<file path="config.mk">
export PLATFORM = sky130hd
export DESIGN_NAME = scaled_glyph_pixel_generator
export DESIGN_NICKNAME = d
export VERILOG_FILES = /design/src/hw/rtl/sgpg_pkg.sv /design/src/hw/rtl/sgpg_ctrl.sv /design/src/hw/rtl/sgpg_datapath.sv /design/src/hw/rtl/scaled_glyph_pixel_generator.sv
export SDC_FILE = /design/constraint.sdc
export NUM_CORES = 1
export LEC_CHECK = 0
export ABC_AREA = 1
export BUFFER_PORTS_ARGS = -buffer_cell sky130_fd_sc_hd__buf_4
export CORE_ASPECT_RATIO = 0.6
export CORE_UTILIZATION = 30
export CTS_CLUSTER_DIAMETER = 30
export DETAILED_ROUTE_END_ITERATION = 7
export PLACE_DENSITY = 0.58
export REMOVE_ABC_BUFFERS = 1
export SKIP_LAST_GASP = 1
export SLEW_MARGIN = 10
export SYNTH_ARGS = -nofsm -noshare
export SYNTH_HDL_FRONTEND = slang
export SYNTH_SLANG_ARGS = --single-unit
</file>
<file path="constraint.sdc">
create_clock -name clk -period 3.5 [get_ports clk]
set_input_delay 0.7 -clock clk [delete_from_list [all_inputs] [get_ports clk]]
set_output_delay 0.7 -clock clk [all_outputs]
set_load 0.05 [all_outputs]
</file>
<file path="src/hw/rtl/sgpg_pkg.sv">
// Shared types, constants and the 3x5 glyph table for the scaled glyph pixel generator.
`default_nettype none

package sgpg_pkg;

  localparam int unsigned COORD_BITS = 12;
  localparam logic [COORD_BITS-1:0] COORD_MAX = '1;
  localparam int unsigned SCALE_W = 2;
  localparam int unsigned CELLS = 15;
  localparam int unsigned GLYPHS = 36;
  localparam int unsigned OFF_W = 4;

  localparam logic [7:0] CHAR_A = 8'h41;
  localparam logic [7:0] CHAR_Z = 8'h5A;
  localparam logic [7:0] CHAR_0 = 8'h30;
  localparam logic [7:0] CHAR_9 = 8'h39;
  localparam logic [5:0] DIGIT_BASE = 6'd26;

  typedef struct packed {
    logic [7:0]            char_code;
    logic                  first_of_word;
    logic [COORD_BITS-1:0] start_x;
    logic [COORD_BITS-1:0] start_y;
    logic [SCALE_W-1:0]    scale;
    logic [15:0]           ink_color;
  } sgpg_in_t;

  typedef struct packed {
    logic [COORD_BITS-1:0] pixel_x;
    logic [COORD_BITS-1:0] pixel_y;
    logic [15:0]           pixel_color;
    logic                  last_pixel;
  } sgpg_out_t;

  typedef struct packed {
    logic load;
    logic advance;
    logic emit;
  } sgpg_cmd_t;

  typedef struct packed {
    logic done;
    logic cell_set;
    logic slot_free;
  } sgpg_status_t;

  typedef enum logic {
    ST_IDLE,
    ST_SCAN
  } sgpg_state_t;

  // Row-major cells, top row first; MSB is the top-left cell.
  localparam logic [CELLS-1:0] GLYPH_ROM [GLYPHS] = '{
    15'b111_101_111_101_101, 15'b111_101_110_101_111, // A B
    15'b111_100_100_100_111, 15'b110_101_101_101_110, // C D
    15'b111_100_110_100_111, 15'b111_100_110_100_100, // E F
    15'b111_100_101_101_111, 15'b101_101_111_101_101, // G H
    15'b111_010_010_010_111, 15'b111_001_001_101_111, // I J
    15'b101_110_110_101_101, 15'b100_100_100_100_111, // K L
    15'b101_111_101_101_101, 15'b111_101_101_101_101, // M N
    15'b111_101_101_101_111, 15'b110_101_111_100_100, // O P
    15'b010_101_101_110_011, 15'b111_101_111_110_101, // Q R
    15'b011_100_010_001_110, 15'b111_010_010_010_010, // S T
    15'b101_101_101_101_111, 15'b101_101_101_101_010, // U V
    15'b101_101_101_111_101, 15'b101_101_010_101_101, // W X
    15'b101_101_010_010_010, 15'b111_001_010_100_111, // Y Z
    15'b111_101_101_101_111, 15'b010_110_010_010_111, // 0 1
    15'b111_001_111_100_111, 15'b111_001_111_001_111, // 2 3
    15'b101_101_111_001_001, 15'b111_100_111_001_111, // 4 5
    15'b111_100_111_101_111, 15'b111_001_001_001_001, // 6 7
    15'b111_101_111_101_111, 15'b111_101_111_001_111  // 8 9
  };

  function automatic logic [CELLS-1:0] glyph_mask(input logic [7:0] code);
    logic [7:0] letter;
    logic [7:0] digit;
    logic [CELLS-1:0] mask;
    letter = code - CHAR_A;
    digit  = code - CHAR_0;
    mask   = '0;
    if (code >= CHAR_A && code <= CHAR_Z) begin
      mask = GLYPH_ROM[letter[5:0]];
    end else if (code >= CHAR_0 && code <= CHAR_9) begin
      mask = GLYPH_ROM[DIGIT_BASE + digit[5:0]];
    end
    return mask;
  endfunction

endpackage

`default_nettype wire

</file>
<file path="src/hw/rtl/sgpg_ctrl.sv">
// Sequencer: accepts a character, then walks its glyph cells and paces pixel transfers.
`default_nettype none

module sgpg_ctrl (
  input  wire logic                  clk,
  input  wire logic                  rst,
  input  wire logic                  in_valid,
  output logic                       in_ready,
  input  wire sgpg_pkg::sgpg_status_t status,
  output sgpg_pkg::sgpg_cmd_t        cmd
);
  import sgpg_pkg::*;

  sgpg_state_t state;
  sgpg_state_t state_next;

  always_ff @(posedge clk) begin
    if (rst) begin
      state <= ST_IDLE;
    end else begin
      state <= state_next;
    end
  end

  always_comb begin
    state_next  = state;
    in_ready    = 1'b0;
    cmd.load    = 1'b0;
    cmd.advance = 1'b0;
    cmd.emit    = 1'b0;
    case (state)
      ST_IDLE: begin
        in_ready = 1'b1;
        if (in_valid) begin
          cmd.load   = 1'b1;
          state_next = ST_SCAN;
        end
      end
      ST_SCAN: begin
        if (status.done) begin
          state_next = ST_IDLE;
        end else if (!status.cell_set) begin
          cmd.advance = 1'b1;
        end else if (status.slot_free) begin
          cmd.emit    = 1'b1;
          cmd.advance = 1'b1;
        end
      end
      default: begin
        state_next = ST_IDLE;
      end
    endcase
  end

endmodule

`default_nettype wire

</file>
<file path="src/hw/rtl/sgpg_datapath.sv">
// Datapath: pen, glyph cell mask, scan counters, coordinate math and output register.
`default_nettype none

module sgpg_datapath #(
  parameter int unsigned MAX_SCALE = 2
) (
  input  wire logic                  clk,
  input  wire logic                  rst,
  input  wire sgpg_pkg::sgpg_in_t    in_data,
  input  wire sgpg_pkg::sgpg_cmd_t   cmd,
  output sgpg_pkg::sgpg_status_t     status,
  output logic                       out_valid,
  input  wire logic                  out_ready,
  output sgpg_pkg::sgpg_out_t        out_data
);
  import sgpg_pkg::*;

  localparam logic [SCALE_W-1:0] SCALE_LIM = SCALE_W'(MAX_SCALE);

  logic [COORD_BITS-1:0] pen;
  logic [COORD_BITS-1:0] x0;
  logic [COORD_BITS-1:0] y0;
  logic [15:0]           color;
  logic [SCALE_W-1:0]    scale;
  logic [CELLS-1:0]      mask;
  logic [2:0]            row;
  logic [1:0]            col;
  logic [SCALE_W-1:0]    dx;
  logic [SCALE_W-1:0]    dy;

  logic [SCALE_W-1:0]    scale_eff;
  logic [COORD_BITS-1:0] x_draw;
  logic [COORD_BITS:0]   pen_sum;
  logic [SCALE_W-1:0]    scale_m1;
  logic                  dx_end;
  logic                  pix_end;
  logic [OFF_W-1:0]      x_off;
  logic [OFF_W-1:0]      y_off;
  logic [COORD_BITS:0]   x_sum;
  logic [COORD_BITS:0]   y_sum;
  sgpg_out_t             pixel;

  assign scale_eff = (in_data.scale > SCALE_LIM) ? SCALE_LIM : in_data.scale;
  assign x_draw    = in_data.first_of_word ? in_data.start_x : pen;
  assign pen_sum   = (COORD_BITS+1)'(x_draw) + (COORD_BITS+1)'({scale_eff, 2'b00});

  assign scale_m1 = scale - SCALE_W'(1);
  assign dx_end   = (dx == scale_m1);
  assign pix_end  = dx_end && (dy == scale_m1);

  assign x_off = OFF_W'(col) * OFF_W'(scale) + OFF_W'(dx);
  assign y_off = OFF_W'(row) * OFF_W'(scale) + OFF_W'(dy);
  assign x_sum = (COORD_BITS+1)'(x0) + (COORD_BITS+1)'(x_off);
  assign y_sum = (COORD_BITS+1)'(y0) + (COORD_BITS+1)'(y_off);

  always_comb begin
    pixel.pixel_x     = x_sum[COORD_BITS] ? COORD_MAX : x_sum[COORD_BITS-1:0];
    pixel.pixel_y     = y_sum[COORD_BITS] ? COORD_MAX : y_sum[COORD_BITS-1:0];
    pixel.pixel_color = color;
    // last lit pixel: final square position and no lit cells left behind this one
    pixel.last_pixel  = pix_end && (mask[CELLS-2:0] == '0);
  end

  assign status.done      = (mask == '0);
  assign status.cell_set  = mask[CELLS-1];
  assign status.slot_free = !out_valid || out_ready;

  always_ff @(posedge clk) begin
    if (rst) begin
      pen  <= '0;
      mask <= '0;
    end else if (cmd.load) begin
      pen  <= pen_sum[COORD_BITS] ? COORD_MAX : pen_sum[COORD_BITS-1:0];
      mask <= (scale_eff == '0) ? '0 : glyph_mask(in_data.char_code);
    end else if (cmd.advance && !(mask[CELLS-1] && !pix_end)) begin
      mask <= {mask[CELLS-2:0], 1'b0};
    end
  end

  always_ff @(posedge clk) begin
    if (cmd.load) begin
      x0    <= x_draw;
      y0    <= in_data.start_y;
      color <= in_data.ink_color;
      scale <= scale_eff;
      row   <= '0;
      col   <= '0;
      dx    <= '0;
      dy    <= '0;
    end else if (cmd.advance) begin
      if (mask[CELLS-1] && !pix_end) begin
        if (dx_end) begin
          dx <= '0;
          dy <= dy + SCALE_W'(1);
        end else begin
          dx <= dx + SCALE_W'(1);
        end
      end else begin
        dx <= '0;
        dy <= '0;
        if (col == 2'd2) begin
          col <= '0;
          row <= row + 3'd1;
        end else begin
          col <= col + 2'd1;
        end
      end
    end
  end

  always_ff @(posedge clk) begin
    if (rst) begin
      out_valid <= 1'b0;
    end else if (cmd.emit) begin
      out_valid <= 1'b1;
    end else if (out_ready) begin
      out_valid <= 1'b0;
    end
  end

  always_ff @(posedge clk) begin
    if (cmd.emit) begin
      out_data <= pixel;
    end
  end

endmodule

`default_nettype wire

</file>
<file path="src/hw/rtl/scaled_glyph_pixel_generator.sv">
// Top level of the scaled 3x5 glyph pixel generator.
`default_nettype none

// Takes one character per input transfer and emits one output transfer per pixel
// to set, for every lit cell of its 3x5 glyph (A-Z, 0-9), each cell drawn as a
// scale-by-scale square, rows top to bottom, then columns, then dy, then dx.
// Other codes and scale zero emit nothing but still move the pen, which advances
// by 4 * scale after every character (start_x is used when first_of_word is set).
// Scale is clamped to MAX_SCALE; coordinates and pen saturate at 4095.
// One character at a time: the sequencer accepts it, then steps over each unlit cell
// ahead of the last lit cell and through every pixel of each lit cell, holding while
// a pixel waits untaken in the output register, then finishes. The output register
// lets the next character be accepted while the final pixel waits.

module scaled_glyph_pixel_generator #(
  parameter int unsigned MAX_SCALE = 2
) (
  input  wire logic                clk,
  input  wire logic                rst,
  input  wire logic                in_valid,
  output logic                     in_ready,
  input  wire sgpg_pkg::sgpg_in_t  in_data,
  output logic                     out_valid,
  input  wire logic                out_ready,
  output sgpg_pkg::sgpg_out_t      out_data
);
  import sgpg_pkg::*;

  sgpg_cmd_t    cmd;
  sgpg_status_t status;

  sgpg_ctrl u_ctrl (
    .clk      (clk),
    .rst      (rst),
    .in_valid (in_valid),
    .in_ready (in_ready),
    .status   (status),
    .cmd      (cmd)
  );

  sgpg_datapath #(
    .MAX_SCALE (MAX_SCALE)
  ) u_datapath (
    .clk       (clk),
    .rst       (rst),
    .in_data   (in_data),
    .cmd       (cmd),
    .status    (status),
    .out_valid (out_valid),
    .out_ready (out_ready),
    .out_data  (out_data)
  );

endmodule

`default_nettype wire
</file>
==> impl_metrics.yaml, run 1 <==
timing:
  clock_skew_ns: 0.00705
  hold_viol_final: 0
  hold_ws_ns: 0.414
  finalSetupViolCount: 0
  setup_tns_ns: 0
  maxSlewHeadroom_pct: 45.9
  rsz0062_at_grt: "true"
  min_period_over_period_pct: 94.5
  worst_pin_slew_ns: 0.810
  max_freq_mhz: 302
  slew_viol_final: 0
  fin_crit_ns: 3.31
floorplanning:
  dieArea_um2: 25400
  io_pins: 98
  dieWidth_um: 205
  die_height_um: 124
  start_util_pct: 30.6
  rows: 44
  core-area_um2: 24200
cts:
  cts_tree: "yes"
  htreeDepth: 4
  clock_latency_ns: 0.41
  cts-root-buf: "clkbuf_16"
  cts_buffer_depth: 2
  cts_buffers: 17
  cts.sinks: 121
  clk_pin_slew_worst_paths_ns: 0.06
critical_path:
  reg2reg_depth: 15
  start_kind: "flip-flop"
  crit_path_max_fanout: 5
  crit-reg2reg-launch: "u_datapath.scale[1]$_DFFE_PP_"
  cp-startpoint: "u_datapath.scale[1]$_DFFE_PP_"
  cp.required_ns: 3.66
  cp.arrival_ns: 3.47
  crit_path_end_kind: "flip-flop"
  rrSetupSlack_ns: 0.19
  crit_type: "reg2reg"
  r2r-end: "u_datapath.out_data[27]$_SDFFCE_PP1P_"
yosys:
  ys_seq_area_share_pct: 43.8
  syn_inst: 927
  synth_async_sr_flop_share_pct: 0
  synth.avg_cell_area_um2: 8.01
  yosysWarnings: 0
  synth_edf_count: 83
  ys_seq_elements: 121
  yosys_most_used_dff: "edfxtp_1"
  syn_area_um2: 7420
  netlist-cell-type-count: 43
placed_design:
  dp_hpwl_mm: 14.2
  port_buffers: 97
  gp_congestion: 0.935
power:
  p_per_area_nw_per_um2: 478
  total_power_mw: 4.33
  p_leak_nw: 4.03
  ir_drop_uv: 321
global_route:
  first_global_vias: 5648
  antenna_found_initial: 0
  grt-ovfl-total: 0
  grt_pass1_wl_mm: 29.7
  grt_max_degree: 60
  grt_use_total_pct: 15.0
worst_hold_path:
  min_from: "u_datapath.color[13]$_DFFE_PP_"
  min_to: "u_datapath.out_data[14]$_DFFE_PP_"
  whs_path_depth: 0
  hold_path.class: "reg2reg"
drt:
  route.detailed.drc: 0
  postRouteAntennaNets: 0
  wl_per_cell_um: 14.1
  drt_iter0_markers: 614
  dr.pass1.iters: 4
  routed_wl_mm: 19.1
  num_vias: 6576
  avgViaCountPerCell: 4.84
final_layout:
  final_util_pct: 37.4
  syn2layout_area_growth_pct: 22.1
  diodes: 0
  nFillCells: 2503
  nNetsFinal: 1116
  layout-drive-gt1-share_pct: 19.1
run:
  maxCapViolations: 0
status:
  status: "finished clean"
==> power breakdown <==
part | switching, mW | leakage (nW) | internal [mW]
clock network | 0.630 | 0.296 | 1.08
registers | 0.0662 | 1.09 | 1.66
logic | 0.588 | 2.65 | 0.305
==> through the flow <==
| stage | instances | setup slack, ns | cell area [um^2] |
|---|---|---|---|
| 2_1_floorplan | 895 | 0.225 | 7210 |
| 3_3_place_gp | 1325 | 0.127 | 8430 |
| 3_5_place_dp | 1325 | 0.0944 | 8430 |
| 4_1_cts | 1357 | 0.0810 | 9030 |
| 5_1_grt | 1358 | -0.0269 | 9060 |
| 6_report | 1358 | 0.192 | 9060 |
==> layer usage <==
metal / share of wire (%) / wire, um / track usage (%) / up-vias
met5: 0 / 0 / 0 / -
met4: 0.83 / 159 / 3.75 / 0
met3: 8.0 / 1520 / 4.16 / 14
met2: 39 / 7500 / 19.6 / 236
met1: 52 / 9900 / 23.5 / 3034
li1: - / - / - / 3292
==> placed cells by master, fill, tap and decap left out, types with 4 or more instances in the layout <==
cell type | synthesis | layout
a21oi_1 | 59 | 57
buf_4 | 7 | 109
clkbuf_16 | 0 | 20
dfxtp_1 | 38 | 38
edfxtp_1 | 83 | 83
fa_1 | 7 | 7
ha_1 | 31 | 31
inv_1 | 72 | 72
inv_2 | 10 | 11
nand2_1 | 275 | 275
nand2_2 | 12 | 12
nand2_4 | 6 | 6
nand3_1 | 98 | 97
nand3_2 | 5 | 5
nand4_1 | 8 | 8
nor2_1 | 57 | 56
nor3_1 | 7 | 7
o21ai_0 | 64 | 64
o21ai_1 | 12 | 12
o21ai_2 | 4 | 4
or2_2 | 5 | 5
xnor2_1 | 9 | 9
xor2_1 | 7 | 7
==> worst max-delay path by stage <==
stage                                                       end  slack, ns
final                     u_datapath.out_data[27]$_SDFFCE_PP1P_       0.19
after floorplan           u_datapath.out_data[24]$_SDFFCE_PP1P_       0.23
after global placement    u_datapath.out_data[24]$_SDFFCE_PP1P_       0.13
after CTS                 u_datapath.out_data[24]$_SDFFCE_PP1P_       0.08
after detailed placement  u_datapath.out_data[24]$_SDFFCE_PP1P_       0.09
after global routing      u_datapath.out_data[27]$_SDFFCE_PP1P_      -0.03
==> worst max-delay path: stages, from the launching register on <==
cell	delay, ns
edfxtp_1	0.42
nand2_1	0.10
fa_1	0.54
inv_1	0.04
ha_1	0.19
fa_1	0.38
xnor2_1	0.14
xor2_1	0.14
ha_1	0.37
a21oi_2	0.16
and2_4	0.17
inv_1	0.07
nand2_1	0.11
nor2_1	0.07
o21ai_0	0.06
o21ai_0	0.09
==> synthesized netlist by cell type (3+ instances only) <==
master	number	share of area (%)
nand2_1	275	14
nand3_1	98	6.6
buf_6	7	1.1
o21ai_0	64	4.3
o21ai_2	4	0.47
buf_4	7	0.71
or2_2	5	0.42
xor2_1	7	0.83
inv_1	72	3.6
ha_1	31	5.2
edfxtp_1	83	34
clkinv_1	3	0.15
nand3_2	5	0.67
a21oi_1	59	4.0
nand2_4	6	0.91
buf_2	8	0.54
xnor2_1	9	1.1
dfxtp_1	38	10
a31oi_1	3	0.25
nand4_1	8	0.67
inv_2	10	0.51
clkbuf_1	9	0.46
nand2_2	12	1.0
o21ai_1	12	0.81
nor3_1	7	0.47
fa_1	7	1.9
nor2_1	57	2.9
==> area by class of cell <==
cell class	count	area (um^2)	share of cell area, %
clock buffer	24	539	5.95
inverter	85	319	3.52
multi-input combinational	689	3680	40.6
tap	322	403	4.45
clock inverter	8	53.8	0.594
sequential	121	3250	35.9
timing repair buffer	109	818	9.03
==> cells by family after synthesis <==
family / after synthesis / share of synthesized area (%)
simple gates: 486 / 29.1
compound gates: 149 / 10.9
flops: 121 / 43.8
buf+inv: 117 / 7.11
fa+ha+maj: 38 / 7.11
xor+xnor: 16 / 1.89
==> registers in the layout (all words and copies together) (netlist names), 3 cells and up <==
| signal | cells |
|---|---|
| u_datapath.color | 16 |
| u_datapath.out_data | 41 |
| u_datapath.pen | 12 |
| u_datapath.row | 3 |
| u_datapath.y0 | 12 |
| u_datapath.mask | 15 |
| u_datapath.x0 | 12 |
==> repair_timing <==
item	4_1_cts	5_1_grt
hold buffers	0	0
setup buffers	0	1
gates resized for setup	0	6
endpoints found under the setup margin	0	21
No activity file was read; power rests on OpenSTA's default activity.
==> run 2, diff against run 1 <==
==> constraint.sdc (replaced) <==
create_clock -name clk -period 4.02 [get_ports clk]
set_input_delay 0.804 -clock clk [delete_from_list [all_inputs] [get_ports clk]]
set_output_delay 0.804 -clock clk [all_outputs]
set_load 0.05 [all_outputs]
==> run 2 against run 1 <==
Utilization fell by 0.35 points. Register-to-register slack improved by 0.38 ns. Sequential cell count did not move. Power fell by 15%. Combinational power fell by 13%. Final cell count fell by 0.15%. Largest power group unchanged. Clock power fell by 17%. Count of clock-buffer cells in the layout fell by 7. Cell area fell by 0.92%. Routed wire length fell by 1.4%.
==> impl_metrics.yaml, run 2 (same netlist as run 1, synthesis figures left out) <==
status:
  status: "finished clean"
drt:
  avgViaCountPerCell: 4.82
  postRouteAntennaNets: 0
  routed_wl_mm: 18.8
  drt_iter0_markers: 657
  wl_per_cell_um: 13.9
  route.detailed.drc: 0
  dr.pass1.iters: 5
  num_vias: 6534
global_route:
  antenna_found_initial: 0
  grt_max_degree: 34
  grt-ovfl-total: 0
  grt_use_total_pct: 15.0
  grt_pass1_wl_mm: 29.8
  first_global_vias: 5529
timing:
  max_freq_mhz: 290
  min_period_over_period_pct: 85.6
  fin_crit_ns: 3.44
  setup_tns_ns: 0
  hold_viol_final: 0
  maxSlewHeadroom_pct: 45.3
  slew_viol_final: 0
  rsz0062_at_grt: "false"
  layout_setup_ws_ns: 0.577
  finalSetupViolCount: 0
  clock_skew_ns: 0.0111
  worst_pin_slew_ns: 0.819
final_layout:
  diodes: 0
  stdcell_count: 1356
  largest_reg_flops: 41
  top_register: "u_datapath.out_data"
  reg_top3: "u_datapath.out_data: 41 flops, u_datapath.color: 16 flops, u_datapath.mask: 15 flops"
  nFillCells: 2490
  layout-drive-gt1-share_pct: 18.6
  final_cell_mix: "nand2_1, buf_4, nand3_1"
  fin_area_um2: 8980
  nNetsFinal: 1114
  syn2layout_area_growth_pct: 21.0
  final_common_cell: "nand2_1"
power:
  swShare_pct: 30.8
  p_per_area_nw_per_um2: 412
  ir_drop_uv: 312
  clockPowerShare_pct: 38.4
  p_sw_mw: 1.14
  total_power_mw: 3.70
  p_leak_nw: 3.97
  internal_power_mw: 2.56
  sequentialPowerShare_pct: 40.7
  pwr-share-comb_pct: 20.9
cts:
  clk_pin_slew_worst_paths_ns: 0.06
  cts_buffers: 17
  cts_buffer_depth: 2
  cts_tree: "yes"
  htreeDepth: 4
  cts.sinks: 121
  cts-root-buf: "clkbuf_16"
  cts_setup_buffers: 0
  clock_latency_ns: 0.42
  hold_buffers: 0
  cts-resized-gates: 0
critical_path:
  crit_path_end_kind: "flip-flop"
  cpMostUsedCell: "nand3_1"
  cpPeakStageDelay_ns: 0.48
  crit_family: "adder cells"
  cp.required_ns: 4.29
  worstPathCellList: "buf_4 -> nand2_1 -> fa_1 -> inv_1 -> ha_1 -> fa_1 -> ha_1 -> nand3_1 -> nand2_1 -> nand3_1 -> nor3b_2 -> nand3_2 -> nand3_1"
  slowest_stage: "fa_1"
  path_buf_inv: 2
  start_kind: "flip-flop"
  crit_type: "reg2reg"
  crit_path_max_fanout: 9
  cp.arrival_ns: 3.71
floorplanning:
  start_util_pct: 30.6
  core-area_um2: 24200
  dieArea_um2: 25400
  die_height_um: 124
  rows: 44
  dieWidth_um: 205
  io_pins: 98
placed_design:
  place_inst: 1324
  post-place-ws_ns: 0.587
  dp_hpwl_mm: 14.1
  port_buffers: 97
  dpl-instance-area_um2: 8430
  gp_congestion: 0.954
run:
  maxCapViolations: 0
worst_hold_path:
  hold_path.class: "reg2reg"
-- run 2: through the flow --
| stage | hold slack [ns] | util [%] |
|---|---|---|
| 2_1_floorplan | 0.400 | - |
| 3_3_place_gp | 0.401 | 34.8 |
| 3_5_place_dp | 0.405 | 34.8 |
| 4_1_cts | 0.415 | 37.1 |
| 5_1_grt | 0.423 | 37.1 |
| 6_report | 0.414 | 37.1 |
-- run 2: final cells by class --
class / count / area (um^2) / area share, %
clock inverter: 15 / 128 / 1.42
inverter: 85 / 319 / 3.55
clock buffer: 17 / 425 / 4.74
multi-input combinational: 689 / 3650 / 40.6
sequential: 121 / 3250 / 36.2
tap: 322 / 403 / 4.49
timing repair buffer: 107 / 803 / 8.95
-- run 2: final timing paths --
kind / startpoint / end / slack (ns) / cells after the start
worst max register to register: u_datapath.scale[0]$_DFFE_PP_ / u_datapath.out_data[38]$_SDFFCE_PP1P_ / 0.58 / 13
worst max-delay path: u_datapath.scale[0]$_DFFE_PP_ / u_datapath.out_data[38]$_SDFFCE_PP1P_ / 0.58 / 13
worst min register to register: u_datapath.color[0]$_DFFE_PP_ / u_datapath.out_data[1]$_DFFE_PP_ / 0.41 / 0
worst min-delay path: u_datapath.color[0]$_DFFE_PP_ / u_datapath.out_data[1]$_DFFE_PP_ / 0.41 / 0
-- run 2: power by group through the flow --
stage	clock, mW	combinational, mW	sequential, mW
floorplan	0	0.484	1.57
global placement	0	0.766	1.53
detailed placement	0	0.763	1.53
CTS	1.45	0.768	1.50
global route	1.51	0.863	1.51
finish	1.42	0.774	1.50
-- run 2: layer usage --
layer	track usage, %	part of all wire [%]
met5	0	0
met1	24.2	52
met4	2.41	0.64
met2	19.2	38
met3	4.32	9.0
-- run 2: worst reg2reg max path, delay by kind of cell (launching register included) --
kind | cells | cell delay, ns
fa+ha+maj | 4 | 1.49
simple gates | 7 | 1.26
flops | 1 | 0.34
buf+inv | 2 | 0.22
==> run 3, diff against run 2 <==
--- a/config.mk
+++ b/config.mk
@@ -5,7 +5,6 @@
 export SDC_FILE = /design/constraint.sdc
 export NUM_CORES = 1
 export LEC_CHECK = 0
-export ABC_AREA = 1
 export BUFFER_PORTS_ARGS = -buffer_cell sky130_fd_sc_hd__buf_4
 export CORE_ASPECT_RATIO = 0.6
 export CORE_UTILIZATION = 30
==> run 3 against run 2 <==
Sequential power barely moved. Utilization up 1.5 points. Worst hold slack better by 0.0030 ns. Count of clock-buffer cells in the layout stayed put. Final cell count shrank 14%. Routed wire length rose by 6.1%. Setup slack worse by 0.15 ns. Cell area is 0.84% higher. Via count is 8.3% lower. Critical path depth fell by 2. Fmax decreased by 4.1%. Critical endpoint is now u_datapath.out_data[23]$_SDFFCE_PP1P_. Largest cell class unchanged. Highest routed layer unchanged.
==> impl_metrics.yaml, run 3 <==
final_layout:
  final_util_pct: 38.6
  stdcell_count: 1172
  final_common_cell: "buf_4"
  diodes: 0
  top_register: "u_datapath.out_data"
  largest_reg_flops: 41
  final_cell_mix: "buf_4, edfxtp_1, nand2_1"
  layout-drive-gt1-share_pct: 21.7
  reg_top3: "u_datapath.out_data: 41 flops, u_datapath.color: 16 flops, u_datapath.mask: 15 flops"
  nNetsFinal: 937
  fin_area_um2: 9050
  syn2layout_area_growth_pct: 24.3
timing:
  fin_crit_ns: 3.59
  layout_setup_ws_ns: 0.428
  maxSlewHeadroom_pct: 44.4
  clock_skew_ns: 0.0134
  setup_tns_ns: 0
  hold_ws_ns: 0.417
  min_period_over_period_pct: 89.3
  rsz0062_at_grt: "false"
  worst_pin_slew_ns: 0.828
  hold_viol_final: 0
  finalSetupViolCount: 0
  max_freq_mhz: 278
  slew_viol_final: 0
power:
  pwr-share-comb_pct: 20.1
  internal_power_mw: 2.64
  ir_drop_uv: 299
  sequentialPowerShare_pct: 40.1
  p_leak_nw: 3.61
  p_per_area_nw_per_um2: 412
  swShare_pct: 29.2
  total_power_mw: 3.73
  clockPowerShare_pct: 39.8
  p_sw_mw: 1.09
yosys:
  syn_area_um2: 7280
  synth_adder_area_share_pct: 7.25
  synth-compound-area-share_pct: 17.0
  ys_seq_area_share_pct: 44.7
  synth_top_family_by_area: "simple AND/OR/NAND/NOR gates"
  synth_edf_count: 83
  post-synth-top-area-cell: "edfxtp_1"
  netlist-cell-type-count: 73
  yosys_most_used_dff: "edfxtp_1"
  synth.avg_cell_area_um2: 9.88
  ys_seq_elements: 121
  synth-simple-area-share_pct: 17.2
  synth.most_common_cell: "edfxtp_1"
  synth_mux_area_share_pct: 5.88
  synth_async_sr_flop_share_pct: 0
  yosysWarnings: 0
  syn_inst: 737
  synth_area_leaders: "edfxtp_1, dfxtp_1, ha_1"
  synth_top_cell_area_share_pct: 34.2
  synth_xor_area_share_pct: 3.97
  synthTopCellsByCount: "edfxtp_1, nand2_1, a21oi_1"
drt:
  drt_iter0_markers: 499
  route.detailed.drc: 0
  routed_wl_mm: 20.0
  num_vias: 5991
  avgViaCountPerCell: 5.11
  dr.pass1.iters: 5
  postRouteAntennaNets: 0
  wl_per_cell_um: 17.0
cts:
  cts_setup_buffers: 0
  htreeDepth: 4
  cts-root-buf: "clkbuf_16"
  cts_buffer_depth: 2
  clk_pin_slew_worst_paths_ns: 0.06
  cts_buffers: 17
  clock_latency_ns: 0.41
  cts_tree: "yes"
  hold_buffers: 0
  cts.sinks: 121
  cts-resized-gates: 0
floorplanning:
  core-area_um2: 23500
  dieArea_um2: 24900
  start_util_pct: 31.0
  dieWidth_um: 203
  die_height_um: 123
  rows: 43
  io_pins: 98
placed_design:
  port_buffers: 97
  gp_congestion: 0.993
  dpl-instance-area_um2: 8480
  place_inst: 1140
  post-place-ws_ns: 0.432
  dp_hpwl_mm: 15.0
critical_path:
  cp.required_ns: 4.16
  worstPathCellList: "nand2_1 -> fa_1 -> inv_1 -> ha_1 -> fa_1 -> xor2_1 -> xnor2_1 -> ha_1 -> a21oi_1 -> or3_1 -> nand3_1"
  start_kind: "flip-flop"
  crit_type: "reg2reg"
  slowest_stage: "fa_1"
  crit_path_max_fanout: 10
  cp.arrival_ns: 3.73
  crit_path_end_kind: "flip-flop"
  cpPeakStageDelay_ns: 0.54
status:
  status: "finished clean"
global_route:
  grt_use_total_pct: 16.1
  antenna_found_initial: 0
  grt_max_degree: 60
  grt_pass1_wl_mm: 30.7
  first_global_vias: 5592
  grt-ovfl-total: 0
worst_hold_path:
  hold_path.class: "reg2reg"
run:
  maxCapViolations: 0
[run 3: cells by family after synthesis]
family / count (synthesis)
flops: 121
compound gates: 190
mux: 39
simple gates: 245
fa+ha+maj: 38
xor+xnor: 33
buf+inv: 71
[run 3: path summary, 6_finish.rpt]
check	cells past startpoint	slack [ns]	start	end
hold / removal	0	0.42	u_datapath.color[12]$_DFFE_PP_	u_datapath.out_data[13]$_DFFE_PP_
setup reg to reg	11	0.43	u_datapath.scale[1]$_DFFE_PP_	u_datapath.out_data[23]$_SDFFCE_PP1P_
setup / recovery	11	0.43	u_datapath.scale[1]$_DFFE_PP_	u_datapath.out_data[23]$_SDFFCE_PP1P_
hold reg to reg	0	0.42	u_datapath.color[12]$_DFFE_PP_	u_datapath.out_data[13]$_DFFE_PP_
[run 3: layout make-up]
class | count | area (um^2)
Fill cell | 2359 | 14400
Multi-Input combinational cell | 545 | 3740
Sequential cell | 121 | 3250
Timing Repair Buffer | 129 | 981
Clock buffer | 17 | 425
Tap cell | 315 | 394
Clock inverter | 15 | 150
Inverter | 30 | 113
[run 3: worst max-delay path: cells and delay by family, from the launching register on]
kind / cells / cell delay [ns]
fa+ha+maj: 4 / 1.46
simple gates: 3 / 0.59
flops: 1 / 0.52
compound gates: 1 / 0.43
xor+xnor: 2 / 0.29
buf+inv: 1 / 0.04
[run 3: metal layers]
metal,global-route usage [%],part of all wire [%]
met5,0,0
met4,3.81,0.96
met3,6.43,8.7
met2,20.8,38
met1,24.2,52
[run 3: power groups by stage]
stage	sequential, mW	combinational, mW	clock, mW
after floorplan	1.55	0.437	0
after global placement	1.52	0.740	0
after detailed placement	1.52	0.738	0
after CTS	1.49	0.741	1.52
after global routing	1.51	0.818	1.57
final	1.50	0.749	1.49
